`src/hw/rtl/rwkd_pkg.sv`:
```
// shared types and constants for the raw word keystream decrypter
`timescale 1ns / 1ps

package rwkd_pkg;

  localparam int WORD_W     = 32;
  localparam int RING_AW    = 7;
  localparam int SEED_WORDS = 4;
  localparam int ADDR_W     = 2;

  localparam logic [WORD_W-1:0]  SEED_MULT    = 32'd48828125;
  localparam logic [RING_AW-1:0] FILL_LAST    = 7'd126;
  localparam logic [RING_AW-1:0] RUN_START    = 7'd127;
  localparam logic [RING_AW-1:0] FEEDBACK_TAP = 7'd65;
  localparam logic [RING_AW-1:0] ADJUST_IDX   = 7'd3;

  localparam logic [ADDR_W-1:0] REG_KEY_SEED = 2'd0;

  typedef enum logic [1:0] {
    ST_IDLE,
    ST_REKEY,
    ST_RUN
  } ctrl_state_t;

  typedef struct packed {
    logic               en;
    logic [RING_AW-1:0] addr;
    logic [WORD_W-1:0]  data;
  } pad_wr_t;

endpackage

```
`src/hw/rtl/raw_word_keystream_decrypt_top.sv`:
```
// top level: run control, keystream step, output register and config port
// an accepted item passes through the s1 register, then the output register
// throughput: one item per cycle within a run while the output is not stalled
// a run's first item waits for the rekey, which writes one pad word per cycle
// through the ring write port
// reset: run closed, ring position 0, key_seed 0, pad contents undefined
`timescale 1ns / 1ps

module raw_word_keystream_decrypt_top (
  input  logic                                clk,
  input  logic                                rst_n,
  input  logic                                in_valid,
  output logic                                in_stall,
  input  logic [rwkd_pkg::WORD_W-1:0]         in_cipher_word,
  input  logic                                in_last_word,
  output logic                                out_valid,
  input  logic                                out_stall,
  output logic [rwkd_pkg::WORD_W-1:0]         out_plain_word,
  output logic                                out_last_out,
  input  logic                                psel,
  input  logic                                penable,
  input  logic                                pwrite,
  input  logic [rwkd_pkg::ADDR_W-1:0]         paddr,
  input  logic [31:0]                         pwdata,
  output logic [31:0]                         prdata,
  output logic                                pready
);

  rwkd_pkg::ctrl_state_t state_r, state_nxt;

  logic [rwkd_pkg::WORD_W-1:0]  key_seed_r;
  logic [rwkd_pkg::RING_AW-1:0] ring_pos_r;

  logic                         s1_valid_r;
  logic [rwkd_pkg::WORD_W-1:0]  s1_word_r;
  logic                         s1_last_r;
  logic [rwkd_pkg::RING_AW-1:0] s1_pos_r;

  logic                         out_valid_r;
  logic [rwkd_pkg::WORD_W-1:0]  out_word_r;
  logic                         out_last_r;

  logic                         in_acc;
  logic                         adv;
  logic                         kg_start;
  logic                         kg_done;
  rwkd_pkg::pad_wr_t            kg_wr;
  rwkd_pkg::pad_wr_t            run_wr;
  rwkd_pkg::pad_wr_t            ram_wr;
  logic [rwkd_pkg::WORD_W-1:0]  tap_a;
  logic [rwkd_pkg::WORD_W-1:0]  tap_b;
  logic [rwkd_pkg::WORD_W-1:0]  ks;

  // config port
  assign pready = 1'b1;
  assign prdata = (paddr == rwkd_pkg::REG_KEY_SEED) ? key_seed_r : 32'd0;

  always_ff @(posedge clk) begin
    if (!rst_n) begin
      key_seed_r <= '0;
    end else if (psel && penable && pwrite && (paddr == rwkd_pkg::REG_KEY_SEED)) begin
      key_seed_r <= pwdata;
    end
  end

  // run control
  always_comb begin
    state_nxt = state_r;
    unique case (state_r)
      rwkd_pkg::ST_IDLE: begin
        if (in_valid && !s1_valid_r) state_nxt = rwkd_pkg::ST_REKEY;
      end
      rwkd_pkg::ST_REKEY: begin
        if (kg_done) state_nxt = rwkd_pkg::ST_RUN;
      end
      rwkd_pkg::ST_RUN: begin
        if (in_acc && in_last_word) state_nxt = rwkd_pkg::ST_IDLE;
      end
      default: state_nxt = rwkd_pkg::ST_IDLE;
    endcase
  end

  always_comb begin
    adv      = !out_valid_r || !out_stall;
    // rekey waits until the previous run's last ring write is done
    kg_start = (state_r == rwkd_pkg::ST_IDLE) && in_valid && !s1_valid_r;
    in_stall = (state_r != rwkd_pkg::ST_RUN) || (s1_valid_r && !adv);
  end

  assign in_acc = in_valid && !in_stall;

  always_ff @(posedge clk) begin
    if (!rst_n) begin
      state_r <= rwkd_pkg::ST_IDLE;
    end else begin
      state_r <= state_nxt;
    end
  end

  always_ff @(posedge clk) begin
    if (!rst_n) begin
      ring_pos_r <= '0;
    end else if (kg_done) begin
      ring_pos_r <= rwkd_pkg::RUN_START;
    end else if (in_acc) begin
      ring_pos_r <= ring_pos_r + 7'd1;
    end
  end

  rwkd_keygen u_keygen (
    .clk   (clk),
    .rst_n (rst_n),
    .start (kg_start),
    .key   (key_seed_r),
    .wr    (kg_wr),
    .done  (kg_done)
  );

  // keystream step: the write of position p never meets the next item's reads
  assign ks = tap_a ^ tap_b;

  always_comb begin
    run_wr.en   = s1_valid_r && adv;
    run_wr.addr = s1_pos_r;
    run_wr.data = ks;
    ram_wr      = kg_wr.en ? kg_wr : run_wr;
  end

  rwkd_pad_ram u_pad_ram (
    .clk       (clk),
    .wr        (ram_wr),
    .rd_en     (in_acc),
    .rd_addr_a (ring_pos_r + 7'd1),
    .rd_addr_b (ring_pos_r + rwkd_pkg::FEEDBACK_TAP),
    .rd_data_a (tap_a),
    .rd_data_b (tap_b)
  );

  always_ff @(posedge clk) begin
    if (!rst_n) begin
      s1_valid_r <= 1'b0;
    end else if (in_acc) begin
      s1_valid_r <= 1'b1;
    end else if (adv) begin
      s1_valid_r <= 1'b0;
    end
  end

  always_ff @(posedge clk) begin
    if (in_acc) begin
      s1_word_r <= in_cipher_word;
      s1_last_r <= in_last_word;
      s1_pos_r  <= ring_pos_r;
    end
  end

  always_ff @(posedge clk) begin
    if (!rst_n) begin
      out_valid_r <= 1'b0;
    end else if (adv) begin
      out_valid_r <= s1_valid_r;
    end
  end

  always_ff @(posedge clk) begin
    if (adv && s1_valid_r) begin
      out_word_r <= s1_word_r ^ ks;
      out_last_r <= s1_last_r;
    end
  end

  assign out_valid      = out_valid_r;
  assign out_plain_word = out_word_r;
  assign out_last_out   = out_last_r;

endmodule

```
`src/hw/rtl/rwkd_pad_ram.sv`:
```
// pad ring memory: one write port, two registered read ports
`timescale 1ns / 1ps

module rwkd_pad_ram (
  input  logic                          clk,
  input  rwkd_pkg::pad_wr_t             wr,
  input  logic                          rd_en,
  input  logic [rwkd_pkg::RING_AW-1:0]  rd_addr_a,
  input  logic [rwkd_pkg::RING_AW-1:0]  rd_addr_b,
  output logic [rwkd_pkg::WORD_W-1:0]   rd_data_a,
  output logic [rwkd_pkg::WORD_W-1:0]   rd_data_b
);

  localparam int DEPTH = 1 << rwkd_pkg::RING_AW;

  logic [rwkd_pkg::WORD_W-1:0] mem [DEPTH];
  logic [rwkd_pkg::WORD_W-1:0] rd_a_r;
  logic [rwkd_pkg::WORD_W-1:0] rd_b_r;

  always_ff @(posedge clk) begin
    if (wr.en) begin
      mem[wr.addr] <= wr.data;
    end
  end

  // read data holds while the consumer is stalled
  always_ff @(posedge clk) begin
    if (rd_en) begin
      rd_a_r <= mem[rd_addr_a];
      rd_b_r <= mem[rd_addr_b];
    end
  end

  assign rd_data_a = rd_a_r;
  assign rd_data_b = rd_b_r;

endmodule

```
`src/hw/rtl/rwkd_keygen.sv`:
```
// rekey sequencer: seeds four words, then expands the pad one word a cycle
`timescale 1ns / 1ps

module rwkd_keygen (
  input  logic                         clk,
  input  logic                         rst_n,
  input  logic                         start,
  input  logic [rwkd_pkg::WORD_W-1:0]  key,
  output rwkd_pkg::pad_wr_t            wr,
  output logic                         done
);

  logic                         busy_r;
  logic [rwkd_pkg::RING_AW-1:0] idx_r;
  logic [rwkd_pkg::WORD_W-1:0]  k_r;
  logic [rwkd_pkg::WORD_W-1:0]  win_r [rwkd_pkg::SEED_WORDS];

  logic [rwkd_pkg::WORD_W-1:0]  mul_in;
  logic [rwkd_pkg::WORD_W-1:0]  seed_val;
  logic [rwkd_pkg::WORD_W-1:0]  adj_val;
  logic [rwkd_pkg::WORD_W-1:0]  x02;
  logic [rwkd_pkg::WORD_W-1:0]  x13;
  logic [rwkd_pkg::WORD_W-1:0]  fill_val;
  logic [rwkd_pkg::WORD_W-1:0]  new_val;
  logic                         seeding;

  always_comb begin
    mul_in   = (idx_r == '0) ? key : k_r;
    seed_val = rwkd_pkg::WORD_W'(mul_in * rwkd_pkg::SEED_MULT) + 32'd1;
    x02      = win_r[0] ^ win_r[2];
    x13      = win_r[1] ^ win_r[3];
    // word three: before the shift win_r[1] holds word 0 and win_r[3] word 2
    adj_val  = {seed_val[rwkd_pkg::WORD_W-2:0], x13[rwkd_pkg::WORD_W-1]};
    fill_val = {x02[rwkd_pkg::WORD_W-2:0], x13[rwkd_pkg::WORD_W-1]};
    seeding  = (idx_r < rwkd_pkg::RING_AW'(rwkd_pkg::SEED_WORDS));
    if (seeding) begin
      new_val = (idx_r == rwkd_pkg::ADJUST_IDX) ? adj_val : seed_val;
    end else begin
      new_val = fill_val;
    end
    wr.en   = busy_r;
    wr.addr = idx_r;
    wr.data = new_val;
    done    = busy_r && (idx_r == rwkd_pkg::FILL_LAST);
  end

  always_ff @(posedge clk) begin
    if (!rst_n) begin
      busy_r <= 1'b0;
      idx_r  <= '0;
    end else if (start && !busy_r) begin
      busy_r <= 1'b1;
      idx_r  <= '0;
    end else if (busy_r) begin
      idx_r <= idx_r + 7'd1;
      if (idx_r == rwkd_pkg::FILL_LAST) begin
        busy_r <= 1'b0;
      end
    end
  end

  always_ff @(posedge clk) begin
    if (busy_r) begin
      k_r      <= seed_val;
      win_r[0] <= win_r[1];
      win_r[1] <= win_r[2];
      win_r[2] <= win_r[3];
      win_r[3] <= new_val;
    end
  end

endmodule

```
`config.mk`:
```
export PLATFORM = sky130hd
export DESIGN_NAME = raw_word_keystream_decrypt_top
export DESIGN_NICKNAME = d
export VERILOG_FILES = /design/src/hw/rtl/rwkd_pkg.sv /design/src/hw/rtl/raw_word_keystream_decrypt_top.sv /design/src/hw/rtl/rwkd_pad_ram.sv /design/src/hw/rtl/rwkd_keygen.sv
export SDC_FILE = /design/constraint.sdc
export NUM_CORES = 2
export LEC_CHECK = 0
export BUFFER_PORTS_ARGS = -buffer_cell sky130_fd_sc_hd__buf_2
export CAP_MARGIN = 20
export CORE_MARGIN = 2
export CORE_UTILIZATION = 40
export CTS_CLUSTER_SIZE = 20
export DETAILED_ROUTE_END_ITERATION = 10
export PLACE_DENSITY_LB_ADDON = 0.1
export SKIP_LAST_GASP = 1
export SLEW_MARGIN = 40
export SYNTH_ARGS = -nofsm -noshare
export SYNTH_HDL_FRONTEND = slang
export SYNTH_MEMORY_MAX_BITS = 65536
export SYNTH_SLANG_ARGS = --single-unit
```
`constraint.sdc`:
```
create_clock -name clk -period 30.1 [get_ports clk]
set_clock_uncertainty 0.2 [all_clocks]
set_input_delay 6.02 -clock clk [delete_from_list [all_inputs] [get_ports clk]]
set_output_delay 6.02 -clock clk [all_outputs]
set_load 0.05 [all_outputs]
```
==> run_summary.xml <==
<?xml version="1.0" encoding="UTF-8"?>
<metrics>
  <group name="drt">
    <metric name="final_antenna_net_count" unit="">0</metric>
    <metric name="drt_first_pass_iters" unit="">7</metric>
    <metric name="drt-total-wl" unit="mm">500</metric>
    <metric name="drt-wirelength-per-cell" unit="µm">33.6</metric>
    <metric name="remaining_drc_errors" unit="">0</metric>
    <metric name="avgViaCountPerCell" unit="">5.66</metric>
    <metric name="drtIter0Drc" unit="">8803</metric>
    <metric name="num_vias" unit="">84400</metric>
  </group>
  <group name="synthesis">
    <metric name="synthDominantAreaCellType" unit="">edfxtp_1</metric>
    <metric name="post_synth_inst_count" unit="">8004</metric>
    <metric name="synth-edff-count" unit="">4392</metric>
    <metric name="synthesis.nets" unit="">8455</metric>
    <metric name="yosys_warnings" unit="">0</metric>
    <metric name="avgSynthCellArea" unit="µm²">22.4</metric>
    <metric name="synth-main-ff-cell" unit="">edfxtp_1</metric>
    <metric name="yosys-top-cells-area" unit="">edfxtp_1 (74%), mux4_2 (17%), fa_1 (2.1%), ha_1 (1.3%), inv_1 (0.83%)</metric>
    <metric name="synth-async-reset-ratio" unit="%">0</metric>
    <metric name="ffs_latches_synth" unit="">4443</metric>
    <metric name="synth.distinct_cells" unit="">68</metric>
    <metric name="fraction_of_the_yosys_area_taken_by_sequential_cells" unit="%">74.2</metric>
    <metric name="post-synth-top-area-fraction" unit="%">73.6</metric>
    <metric name="post_synth_instance_area" unit="µm²">179000</metric>
  </group>
  <group name="critical_path">
    <metric name="criticalPathCategory" unit="">in2out</metric>
    <metric name="setup.worst_path.start_class" unit="">input pin</metric>
    <metric name="crit_path_max_fanout" unit="">34</metric>
    <metric name="rrSetupSlack" unit="ns">18.75</metric>
    <metric name="r2r_start" unit="">u_keygen.idx_r[0]$_SDFFE_PP0P_</metric>
    <metric name="reg2reg_depth" unit="">31</metric>
    <metric name="cp_startpoint" unit="">paddr[1]</metric>
    <metric name="worstPathArrival" unit="ns">6.92</metric>
    <metric name="worst_setup_path_end_kind" unit="">output port</metric>
    <metric name="critical_path_required" unit="ns">23.88</metric>
    <metric name="regToRegEndpoint" unit="">u_pad_ram.mem[62][31]$_DFFE_PP_</metric>
  </group>
  <group name="timing">
    <metric name="fin_tns_setup" unit="ns">0</metric>
    <metric name="grt_setup_unrepaired" unit="">no</metric>
    <metric name="slew_headroom" unit="%">41.9</metric>
    <metric name="report.final.slew_viol_count" unit="">0</metric>
    <metric name="setup_slack" unit="ns">16.96</metric>
    <metric name="worst_pin_slew" unit="ns">0.872</metric>
    <metric name="worst_case_hold_slack" unit="ns">0.218</metric>
    <metric name="setup_viol_count_final" unit="">0</metric>
    <metric name="final_hold_viol_count" unit="">0</metric>
    <metric name="final.period_utilization" unit="%">43.7</metric>
    <metric name="maxClockFrequency" unit="GHz">0.0761</metric>
    <metric name="timing.final.crit_period" unit="ns">13.14</metric>
  </group>
  <group name="floorplanning">
    <metric name="die_area" unit="µm²">453000</metric>
    <metric name="core_region_area" unit="µm²">446000</metric>
    <metric name="boundaryPins" unit="">142</metric>
    <metric name="initial_utilization" unit="%">40.2</metric>
    <metric name="die_h" unit="µm">673</metric>
    <metric name="die_width" unit="µm">673</metric>
    <metric name="rows" unit="">245</metric>
  </group>
  <group name="clock_tree">
    <metric name="numCtsBuffers" unit="">462</metric>
    <metric name="number_of_gates_given_a_new_drive_strength_after_cts" unit="">0</metric>
    <metric name="tritoncts" unit="">yes</metric>
    <metric name="htree_num_levels" unit="">5</metric>
    <metric name="clk_transition_reported_paths" unit="ns">0.06</metric>
    <metric name="tritoncts_num_sinks" unit="">4443</metric>
    <metric name="worst_skew_pair.late_latency" unit="ns">1.00</metric>
    <metric name="cts_root_buf" unit="">clkbuf_16</metric>
    <metric name="clock_tree.buffer_depth" unit="">4</metric>
    <metric name="cts_hold_repair.buffers" unit="">0</metric>
    <metric name="post-cts-setup-buffer-count" unit="">0</metric>
  </group>
  <group name="hold_path">
    <metric name="hold_start" unit="">u_keygen.win_r[3][10]$_DFFE_PP_</metric>
    <metric name="timing.hold.worst_endpoint" unit="">u_keygen.win_r[2][10]$_DFFE_PP_</metric>
    <metric name="timing.hold.worst.class" unit="">reg2reg</metric>
    <metric name="holdPathStages" unit="">0</metric>
  </group>
  <group name="final_layout">
    <metric name="regArea" unit="µm²">133000</metric>
    <metric name="layout_commonest_cell" unit="">edfxtp_1</metric>
    <metric name="stdcell_area" unit="µm²">205000</metric>
    <metric name="fill_cells" unit="">37100</metric>
    <metric name="final_net_count" unit="">9008</metric>
    <metric name="mostFrequentLayoutCells" unit="">edfxtp_1 (4392), mux4_2 (1344), clkbuf_16 (473)</metric>
    <metric name="post_route_cells_drive_above_1_share" unit="%">30.7</metric>
    <metric name="multi_input_area" unit="µm²">45000</metric>
    <metric name="final_core_area_utilization" unit="%">46.1</metric>
    <metric name="area_delta_synth_final" unit="%">14.6</metric>
  </group>
  <group name="global_routing">
    <metric name="global_route.usage.met3" unit="%">3.95</metric>
    <metric name="overflow" unit="">0</metric>
    <metric name="grt_pass1_wl" unit="mm">693</metric>
    <metric name="grt_use_met2" unit="%">35.1</metric>
    <metric name="top_usage_layer" unit="">met2</metric>
    <metric name="grt.met1_usage" unit="%">31.4</metric>
    <metric name="grt_pass1_vias" unit="">87200</metric>
    <metric name="pin_count_of_the_biggest_net_entering_global_routing" unit="">135</metric>
    <metric name="global_route_usage_over_all_layers" unit="%">21.9</metric>
    <metric name="grt_antenna_before_repair" unit="">72</metric>
  </group>
  <group name="placement">
    <metric name="finalWeightedCongestion" unit="">0.845</metric>
    <metric name="place.detailed.hpwl" unit="mm">287</metric>
    <metric name="numPortBuffers" unit="">140</metric>
    <metric name="pre_cts_setup_slack" unit="ns">16.95</metric>
    <metric name="standard_cell_area_after_detailed_placement" unit="µm²">190000</metric>
  </group>
  <group name="status">
    <metric name="run_status" unit="">finished, final reports clean</metric>
  </group>
  <group name="power">
    <metric name="p_leak" unit="µW">0.0646</metric>
    <metric name="peakVddDrop" unit="mV">0.105</metric>
    <metric name="power.density_cell_area" unit="nW/µm²">77.9</metric>
  </group>
  <group name="run">
    <metric name="max_cap_violations" unit="">0</metric>
  </group>
</metrics>
-- logic make-up (layout without fill, tap and decap cells) --
family / Yosys count / in the layout / synth area share (%)
DFF: 4443 / 4443 / 74.2
other: 1 / 38 / 0.00209
and+or+nand+nor: 508 / 508 / 1.24
muxes: 1463 / 1463 / 17.6
adders and majority gates: 377 / 377 / 3.41
buffers and inverters: 762 / 1701 / 1.66
xor gates and xnor gates: 196 / 196 / 0.974
AOI/OAI and AO/OA: 254 / 254 / 0.902
-- per-layer routing --
layer / vias to the layer above / wire [µm]
li1: 34200 / -
met3: 606 / 32500
met4: 8 / 13500
met5: - / 41
met1: 46900 / 217000
met2: 2646 / 238000
-- worst max-delay path, stage by stage --
cell	delay, ns
buf_2	0.10
nor2_1	0.10
buf_4	0.27
and2_1	0.17
buf_2	0.26
-- cells in the mapped netlist (28+ instances only) --
library cell and number:
clkbuf_1 238, a21boi_0 28, nor2_1 193, buf_1 52
mux4_2 1344, dfxtp_1 51, and2_1 45, mux2_2 84
fa_1 186, nand2_1 185, xnor2_1 140, o21ai_0 40
buf_2 65, inv_1 396, a21oi_1 88, xor2_1 54
ha_1 191, mux2i_1 35, edfxtp_1 4392
-- per-stage QoR --
stage	cells	power, µW
after floorplan	8004	9450
after global placement	14000	10400
after detailed placement	14000	10500
after CTS	14800	16100
after global routing	14900	16600
final	14900	16000
-- worst max-delay path by stage --
stage,to,cells after the start,slack (ns)
after floorplan,u_pad_ram.mem[0][30]$_DFFE_PP_,30,15.22
after global placement,prdata[5],5,16.97
after detailed placement,prdata[10],5,16.95
after CTS,prdata[10],5,16.94
after global routing,prdata[5],5,16.85
final,prdata[10],5,16.96
-- report_power, final --
part / total (µW) / switching [µW] / internal, µW / leakage [µW]
combinational: 2590 / 1950 / 641 / 0.0175
sequential: 7800 / 38.4 / 7760 / 0.0399
clock: 5610 / 2380 / 3220 / 0.00721
-- registers in the layout, summed over array words and instances, names as in the netlist --
name / cells
key_seed_r: 32
out_last_out: 1
out_plain_word: 32
out_valid: 1
ring_pos_r: 7
s1_last_r: 1
s1_pos_r: 7
s1_valid_r: 1
s1_word_r: 32
state_r: 2
u_keygen.busy_r: 1
u_keygen.idx_r: 7
u_keygen.k_r: 32
u_keygen.win_r: 127
u_pad_ram.mem: 4096
u_pad_ram.rd_data_a: 32
u_pad_ram.rd_data_b: 32
-- area by class of cell --
class | count | area share (%)
multi-input cells | 2799 | 21.9
inverters | 398 | 0.731
clock buffers | 591 | 5.99
diodes | 37 | 0.0451
clock inverters | 259 | 1.20
well taps | 5928 | 3.61
repair buffers | 453 | 1.79
flip-flops and latches | 4443 | 64.7
Power figures use the tool's default switching activity.
